## src/rtl/mcro_pkg.sv

```systemverilog
package mcro_pkg;

  // Largest cursor the row store holds.
  localparam int MAX_WIDTH  = 64;
  localparam int MAX_HEIGHT = 64;

  localparam int ColW   = $clog2(MAX_WIDTH);
  localparam int RowW   = $clog2(MAX_HEIGHT);
  // Signed working width for coordinates: covers -2 .. 128 and the store limits.
  localparam int CoordW = 10;

  localparam logic signed [CoordW-1:0] MAX_W_C = CoordW'(MAX_WIDTH);
  localparam logic signed [CoordW-1:0] MAX_H_C = CoordW'(MAX_HEIGHT);

  localparam logic [1:0] OP_BEGIN = 2'd0;
  localparam logic [1:0] OP_LOAD  = 2'd1;
  localparam logic [1:0] OP_READ  = 2'd2;

  localparam logic CFG_WIDTH  = 1'b0;
  localparam logic CFG_HEIGHT = 1'b1;

  localparam logic [7:0] BYTE_FULL = 8'hff;

  typedef struct packed {
    logic [1:0] operation;
    logic [6:0] pos_x;
    logic [6:0] pos_y;
    logic       and_bit;
    logic       xor_bit;
  } in_t;

  typedef struct packed {
    logic [7:0] red;
    logic [7:0] green;
    logic [7:0] blue;
    logic [7:0] alpha;
    logic       outlined;
  } out_t;

  // One pixel write into the row store.
  typedef struct packed {
    logic            en;
    logic [RowW-1:0] row;
    logic [ColW-1:0] col;
    logic            opaque;
    logic            white;
  } wr_t;

  // Three-row window fetch: rows above, at and below the center.
  typedef struct packed {
    logic                 en;
    logic [2:0][RowW-1:0] addr;
    logic [2:0]           in_range;
  } rd_t;

  typedef struct packed {
    logic [2:0][MAX_WIDTH-1:0] opq;
    logic [MAX_WIDTH-1:0]      wht;
    logic [2:0]                row_ok;
  } win_t;

endpackage

```

## src/rtl/mcro_pixel.sv

```systemverilog
module mcro_pixel (
  input  logic                                  flag_i,
  input  logic                                  in_image_i,
  input  logic signed [mcro_pkg::CoordW-1:0]    cx_i,
  input  logic signed [mcro_pkg::CoordW-1:0]    eff_w_i,
  input  mcro_pkg::win_t                        win_i,
  output mcro_pkg::out_t                        pix_o
);
  import mcro_pkg::*;

  logic signed [CoordW-1:0] col [3];
  logic [2:0]               col_ok;
  logic [2:0][2:0]          hit;
  logic                     center_on;
  logic                     center_white;
  logic [7:0]               rgb;
  logic [7:0]               alpha;

  assign col[0] = cx_i - CoordW'(1);
  assign col[1] = cx_i;
  assign col[2] = cx_i + CoordW'(1);

  always_comb begin
    for (int dx = 0; dx < 3; dx++) begin
      col_ok[dx] = (col[dx] >= 0) && (col[dx] < eff_w_i);
    end
    for (int dy = 0; dy < 3; dy++) begin
      for (int dx = 0; dx < 3; dx++) begin
        hit[dy][dx] = win_i.row_ok[dy] && col_ok[dx] &&
                      win_i.opq[dy][col[dx][ColW-1:0]];
      end
    end
  end

  assign center_on    = hit[1][1];
  assign center_white = win_i.wht[col[1][ColW-1:0]];

  always_comb begin
    rgb   = '0;
    alpha = '0;
    if (in_image_i) begin
      if (center_on) begin
        alpha = BYTE_FULL;
        rgb   = center_white ? BYTE_FULL : '0;
      end else if (flag_i && (|hit)) begin
        // outline: a transparent spot next to a visible pixel
        alpha = BYTE_FULL;
        rgb   = BYTE_FULL;
      end
    end
  end

  assign pix_o.red      = rgb;
  assign pix_o.green    = rgb;
  assign pix_o.blue     = rgb;
  assign pix_o.alpha    = alpha;
  assign pix_o.outlined = flag_i;

endmodule

```

## config.mk

```make
export PLATFORM = sky130hd
export DESIGN_NAME = mcro_pixel
export DESIGN_NICKNAME = d
export VERILOG_FILES = /design/src/rtl/mcro_pkg.sv /design/src/rtl/mcro_pixel.sv
export SDC_FILE = /design/constraint.sdc
export NUM_CORES = 1
export LEC_CHECK = 0
export BUFFER_PORTS_ARGS = -buffer_cell sky130_fd_sc_hd__buf_2
export CORE_AREA = 4 4 118 120
export DETAILED_ROUTE_END_ITERATION = 10
export DIE_AREA = 0 0 122 124
export GPL_TIMING_DRIVEN = 0
export PLACE_DENSITY = 0.9
export RECOVER_POWER = 25
export SYNTH_ARGS = -nofsm -noshare
export SYNTH_HDL_FRONTEND = slang
export SYNTH_SLANG_ARGS = --single-unit
```

## constraint.sdc

```tcl
create_clock -name vclk -period 8.75
set_input_delay 0.875 -clock vclk [all_inputs]
set_output_delay 0.875 -clock vclk [all_outputs]
set_load 0.01 [all_outputs]
```

==> results of run 1 <==
==> worst paths after layout <==
path,from,end,slack [ns],depth (start not counted)
worst min-delay path,flag_i,pix_o[0],2.08,3
worst max-delay path,cx_i[1],pix_o[18],0.15,19
==> Yosys cell counts (all sizes together), types with 2 or more instances <==
cell / instances
nand2b: 5
a21o: 5
mux2i: 55
o31ai: 4
and3: 4
a211oi: 7
buf: 83
o22ai: 4
nor2: 18
clkbuf: 16
o211ai: 11
nor3b: 3
and2: 5
nor2b: 11
o21ai: 10
or4: 3
o2111ai: 4
nor4: 9
a41oi: 3
xnor2: 9
a21oi: 35
nand3: 37
a32oi: 3
and4: 3
mux2: 6
a22oi: 10
nor3: 13
mux4: 146
ha: 29
or2: 2
a2bb2oi: 2
xor2: 7
nand4: 16
a2111oi: 7
inv: 26
nand4b: 2
nand2: 57
a31oi: 5
==> metrics by stage <==
stage	hold WS, ns	utilization (%)	instances	setup WS, ns
floorplan	1.84	-	685	2.48
global placement	2.04	66.9	1175	0.493
detailed placement	2.05	66.9	1175	0.357
CTS	2.05	66.9	1175	0.337
global route	2.09	66.9	1175	0.167
finish	2.08	66.9	1175	0.154
==> layout make-up <==
cell class | count | area [µm²]
buffer | 99 | 613
multi-input combinational | 560 | 6180
timing repair buffer | 314 | 1570
tap | 176 | 220
inverter | 26 | 97.6
fill | 1057 | 4300
==> worst max-delay path, stage by stage <==
cell and delay (ns):
buf_2 0.15, clkbuf_2 0.35, buf_2 0.39, buf_4 0.35, buf_2 0.39, inv_1 0.11
nor4_1 0.46, xor2_1 0.19, ha_1 0.26, a21o_1 0.16, a2111oi_0 0.44, a21oi_1 0.08
nor4_1 1.32, o2111ai_1 0.32, nor4_1 0.56, nor3_1 0.17, a21oi_2 0.74, buf_4 0.23
buf_2 0.12
==> where the power goes <==
group | leakage [nW] | switching (mW) | internal, mW
logic | 3.88 | 0.309 | 0.274
clock network | 0 | 0 | 0
registers | 0 | 0 | 0
==> kinds of logic (layout without fill, tap and decap cells) <==
logic type / count (synthesis) / after routing / share of synthesized area, %
and+or+nand+nor: 191 / 191 / 14.1
AOI/OAI and AO/OA: 117 / 117 / 11.4
muxes: 207 / 207 / 56.7
xor gates and xnor gates: 16 / 16 / 2.14
buffers and inverters: 125 / 439 / 10.4
adders and majority gates: 29 / 29 / 5.27
==> routing by layer <==
metal,GRT usage (%),up-vias,wire (µm)
met5,0,-,0
li1,-,3444,-
met4,27.2,0,2800
met1,53.8,4044,11200
met3,12.9,270,5420
met2,67.7,994,14900
==> flow_metrics.env, run 1 <==
export IMPL_dp_hpwl_um=26800
export IMPL_num_rows=42
export IMPL_synth_net_count=995
export IMPL_ant_nets=0
export IMPL_hold_buffers=0
export IMPL_synth_top_area_share_pct=47.4
export IMPL_cp_start_kind="input pin"
export IMPL_setup_tns_ns=0
export IMPL_die_x_um=122
export IMPL_finalNetCount=1311
export IMPL_p_leak_nw=3.88
export IMPL_critPathCaptureType="primary output"
export IMPL_antenna_found_initial=0
export IMPL_max_freq_mhz=116
export IMPL_grt_overflow=0
export IMPL_numSequentialCells=0
export IMPL_cp_arrival_ns=7.72
export IMPL_first_pass_iters=9
export IMPL_die_y_um=124
export IMPL_yosys_warnings=0
export IMPL_critPathRequiredTime_ns=7.88
export IMPL_worstSetupPathType="in -> out"
export IMPL_finalCritPeriodShare_pct=98.2
export IMPL_synth_top_cell_by_area="mux4_2"
export IMPL_num_io_pins=314
export IMPL_status="finished with violations"
export IMPL_vias=8752
export IMPL_vias_per_cell=7.45
export IMPL_cp_max_fo=24
export IMPL_synth_distinct_cells=56
export IMPL_synthCells=685
export IMPL_grtUsageTotal_pct=43.7
export IMPL_min_delay_path_class="in -> out"
export IMPL_grt_pass1_wl_um=49300
export IMPL_final_layout_size_suffix_gt1_share_pct=54.8
export IMPL_num_antenna_cells=0
export IMPL_ir_drop_mv=0.0399
export IMPL_seq_area_um2=0
export IMPL_clockBufferCount=0
export IMPL_finalSetupViolCount=0
export IMPL_syn_to_final_growth_pct=26.0
export IMPL_design_area_mm2=0.00868
export IMPL_layout_commonest_cell="buf_2"
export IMPL_cts_setup_buffers=0
export IMPL_wl_per_cell_um=29.2
export IMPL_grt_start_max_net_pins=25
export IMPL_finalPower_uw=583
export IMPL_fp_dieArea_mm2=0.0151
export IMPL_cts_repair_resized=0
export IMPL_first_global_vias=8691
export IMPL_drv_cap=1
export IMPL_core_mm2=0.0130
export IMPL_seq_area_frac_synth_pct=0
export IMPL_slew_violations=5
export IMPL_yosys_top_cells_area="mux4_2 47%, mux2i_1 8.0%, ha_1 5.3%"
export IMPL_gp_congestion=1.07
export IMPL_drc_errors=0
export IMPL_tightest_slew_ns=1.66
export IMPL_max_slew_margin_rel_pct=-11.9
export IMPL_rsz0062_at_grt="false"
export IMPL_layout_common_cells="338 x buf_2, 145 x mux4_2, 57 x nand2_1"
export IMPL_port_buffers=314
export IMPL_period_needed_ns=8.60
export IMPL_drt_iter0_drc=1676
export IMPL_syn_area_per_cell_um2=10.1
export IMPL_power_density_mw_per_mm2=67.1
export IMPL_placed_area_mm2=0.00868
export IMPL_start_util_pct=53.1
export IMPL_hold_viol=0
export IMPL_syn_area_mm2=0.00689
export IMPL_finalWirelength_um=34300
export IMPL_violations="max-capacitance violations, max-slew violations"
Note: power is estimated with default switching activity, not from simulation.
==> run 2: changes to the inputs <==
Settings changed: CORE_AREA 4 4 118 120 to 4 4 172 91, DIE_AREA 0 0 122 124 to 0 0 176 95, PLACE_DENSITY 0.9 to 0.83.
==> flow_metrics.env, run 2 (synthesis results as in run 1) <==
export IMPL_status="complete, no violations"
export IMPL_cp_arrival_ns=7.56
export IMPL_tightest_slew_ns=1.33
export IMPL_finalWirelength_um=36700
export IMPL_drt_iter0_drc=1409
export IMPL_cts_repair_resized=0
export IMPL_ir_drop_mv=0.0435
export IMPL_finalSetupViolCount=0
export IMPL_drc_errors=0
export IMPL_vias=8649
export IMPL_crit_chain="buf_2, buf_4, buf_2, buf_4, buf_2, inv_1, ha_1, inv_1, clkbuf_1, clkbuf_1, ha_1, a31oi_1, o31ai_1, nor3_1, nand2_1, o31ai_1, nor4_1, a21oi_2, buf_4, buf_2"
export IMPL_grt_start_max_net_pins=25
export IMPL_antenna_found_initial=1
export IMPL_dp_hpwl_um=29600
export IMPL_wl_per_cell_um=30.7
export IMPL_die_y_um=95
export IMPL_ant_nets=0
export IMPL_slew_violations=0
export IMPL_cp_start_kind="input pin"
export IMPL_final_layout_size_suffix_gt1_share_pct=54.9
export IMPL_gp_congestion=1.10
export IMPL_fp_dieArea_mm2=0.0167
export IMPL_first_global_vias=8233
export IMPL_fin_util_pct=61.7
export IMPL_core_mm2=0.0141
export IMPL_num_rows=31
export IMPL_setup_tns_ns=0
export IMPL_drv_cap=0
export IMPL_num_io_pins=314
export IMPL_max_slew_margin_rel_pct=10.7
export IMPL_grtUsageTotal_pct=42.6
export IMPL_first_pass_iters=7
export IMPL_cp_max_fo=24
export IMPL_start_util_pct=48.8
export IMPL_path_common_cell="buf_2"
export IMPL_cp_top_family="buffers and inverters"
export IMPL_finalCritPeriodShare_pct=96.4
export IMPL_critPathRequiredTime_ns=7.88
export IMPL_critPathMaxStageDelay_ns=0.78
export IMPL_worstSetupPathType="in -> out"
export IMPL_num_antenna_cells=0
export IMPL_fin_cells=1197
export IMPL_layout_common_cells="339 x buf_2, 145 x mux4_2, 57 x nand2_1"
export IMPL_max_freq_mhz=119
export IMPL_fillers=1282
export IMPL_hold_viol=0
export IMPL_critPathCaptureType="primary output"
export IMPL_design_area_mm2=0.00871
export IMPL_grt_overflow=0
export IMPL_path_buf_inv=11
export IMPL_cts_setup_buffers=0
export IMPL_p_leak_nw=3.89
export IMPL_syn_to_final_growth_pct=26.4
export IMPL_dpl_cell_count=1197
export IMPL_vias_per_cell=7.23
export IMPL_clockBufferCount=0
export IMPL_power_density_mw_per_mm2=68.8
export IMPL_die_x_um=176
export IMPL_port_buffers=314
export IMPL_layout_commonest_cell="buf_2"
export IMPL_finalNetCount=1311
export IMPL_seq_area_um2=0
export IMPL_numSequentialCells=0
export IMPL_slowest_stage="a21oi_2"
export IMPL_hold_buffers=0
export IMPL_rsz0062_at_grt="false"
export IMPL_period_needed_ns=8.44
export IMPL_min_delay_path_class="in -> out"
export IMPL_placed_area_mm2=0.00871
export IMPL_grt_pass1_wl_um=52400
run 2: changes by cell type in the layout (fill, tap and decap cells not counted):
cell      before  now
clkbuf_1      19   18
clkbuf_2       1    0
buf_2        338  339
buf_4         45   46
run 2: power by group:
group,switching (mW),internal (mW),leakage (nW)
sequential,0,0,0
combinational,0.324,0.275,3.89
clock,0,0,0
total,0.324,0.275,3.89
run 2: layer usage:
layer	routed length (µm)	share of wire, %	global-route usage [%]	up-vias
li1	-	-	-	3442
met1	13500	37	58.0	4084
met2	14800	40	60.1	1000
met3	7310	20	22.2	119
met4	1050	2.9	9.34	4
met5	107	0.29	4.17	-
run 2: worst paths after layout:
path              slack (ns)  cells after the start        end  startpoint
hold / removal          2.11                      3   pix_o[0]      flag_i
setup / recovery        0.31                     20  pix_o[18]     cx_i[1]
run 2: final cells by class:
class	count	area [µm²]	area share [%]
timing repair buffer	314	1570	18.0
buffer	99	616	7.07
tap	198	248	2.84
inverter	26	97.6	1.12
multi-input combinational	560	6180	71.0
run 2: through the flow:
step | setup slack [ns] | power [mW] | hold WS [ns]
after CTS | 0.587 | 0.571 | 2.09
after floorplan | 2.48 | 0.347 | 1.84
after global routing | 0.00834 | 0.622 | 2.13
final | 0.312 | 0.600 | 2.11
after global placement | -0.0878 | 0.564 | 2.09
after detailed placement | 0.611 | 0.568 | 2.09
==> run 3: changes to the inputs <==
Settings changed: RECOVER_POWER 25 to not set.
==> flow_metrics.env, run 3 (synthesis results as in run 1) <==
export IMPL_finalCritPeriodShare_pct=96.7
export IMPL_slowest_stage="a21oi_2"
export IMPL_min_delay_path_class="in -> out"
export IMPL_critPathCaptureType="primary output"
export IMPL_grt_pass1_wl_um=52400
export IMPL_grtUsageTotal_pct=42.6
export IMPL_wl_per_cell_um=30.6
export IMPL_vias=8637
export IMPL_slew_violations=0
export IMPL_die_x_um=176
export IMPL_grt_start_max_net_pins=25
export IMPL_layout_common_cells="341 x buf_2, 145 x mux4_2, 57 x nand2_1"
export IMPL_die_y_um=95
export IMPL_port_buffers=314
export IMPL_design_area_mm2=0.00871
export IMPL_tightest_slew_ns=1.38
export IMPL_finalWirelength_um=36700
export IMPL_max_freq_mhz=118
export IMPL_setup_tns_ns=0
export IMPL_p_leak_nw=3.89
export IMPL_seq_area_um2=0
export IMPL_rsz0062_at_grt="false"
export IMPL_cp_top_family="buffers and inverters"
export IMPL_period_needed_ns=8.46
export IMPL_start_util_pct=48.8
export IMPL_vias_per_cell=7.22
export IMPL_layout_commonest_cell="buf_2"
export IMPL_path_common_cell="buf_2"
export IMPL_dp_hpwl_um=29600
export IMPL_gp_congestion=1.10
export IMPL_max_slew_margin_rel_pct=7.30
export IMPL_met2_usage_pct=60.1
export IMPL_first_pass_iters=6
export IMPL_cts_repair_resized=0
export IMPL_grt_use_met1_pct=58.0
export IMPL_ir_drop_mv=0.0429
export IMPL_num_io_pins=314
export IMPL_first_global_vias=8233
export IMPL_antenna_found_initial=1
export IMPL_fillers=1283
export IMPL_finalNetCount=1311
export IMPL_gr_max_usage_layer="met2"
export IMPL_cp_start_kind="input pin"
export IMPL_cp_arrival_ns=7.58
export IMPL_status="complete, no violations"
export IMPL_drc_errors=0
export IMPL_drt_iter0_drc=1409
export IMPL_syn_to_final_growth_pct=26.5
export IMPL_grt_overflow=0
export IMPL_crit_chain="buf_2, buf_4, buf_2, buf_4, buf_2, inv_1, ha_1, inv_1, clkbuf_1, clkbuf_1, ha_1, a31oi_1, o31ai_1, nor3_1, nand2_1, o31ai_1, nor4_1, a21oi_2, buf_4, buf_2"
export IMPL_cp_max_fo=24
export IMPL_hold_buffers=0
export IMPL_finalPower_uw=599
export IMPL_critPathRequiredTime_ns=7.88
export IMPL_placed_area_mm2=0.00871
export IMPL_clockBufferCount=0
export IMPL_num_antenna_cells=0
export IMPL_num_rows=31
export IMPL_finalSetupViolCount=0
export IMPL_worstSetupPathType="in -> out"
export IMPL_critPathMaxStageDelay_ns=0.78
export IMPL_numSequentialCells=0
export IMPL_holdWs_ns=2.09
export IMPL_path_buf_inv=11
export IMPL_cts_setup_buffers=0
export IMPL_fp_dieArea_mm2=0.0167
export IMPL_ant_nets=0
export IMPL_multi_input_area_mm2=0.00618
export IMPL_grt_use_met3_pct=22.2
export IMPL_final_layout_size_suffix_gt1_share_pct=55.1
export IMPL_hold_viol=0
export IMPL_power_density_mw_per_mm2=68.8
export IMPL_core_mm2=0.0141
export IMPL_fin_util_pct=61.7
export IMPL_drv_cap=0
## run 3: changes by cell type in the layout (fill, tap and decap cells not counted), sizes merged
cell / delta
buf: +2
clkbuf: -2
## run 3: path summary, 6_finish.rpt
path | start | to | slack, ns | cells past startpoint
setup / recovery | cx_i[1] | pix_o[18] | 0.29 | 20
hold / removal | flag_i | pix_o[0] | 2.09 | 3
## run 3: routing by layer
metal | wire [µm] | part of all wire, %
met5 | 107 | 0.29
met4 | 1010 | 2.8
met3 | 7440 | 20
met2 | 14700 | 40
met1 | 13400 | 36
## run 3: power breakdown
group	total [mW]	switching, mW	leakage (nW)	internal [mW]
sequential	0	0	0	0
clock	0	0	0	0
combinational	0.599	0.324	3.89	0.275
total	0.599	0.324	3.89	0.275
## run 3: metrics by stage
stage                     setup slack [ns]  instances
final                                0.292       1197
after global routing               0.00834       1197
after CTS                            0.587       1197
after detailed placement             0.611       1197
after global placement             -0.0878       1197
after floorplan                       2.48        685
## run 3: layout make-up
type / count / share of cell area (%)
plain buffers: 99 / 7.06
inverters: 26 / 1.12
multi-input cells: 560 / 70.9
well taps: 198 / 2.84
repair buffers: 314 / 18.0
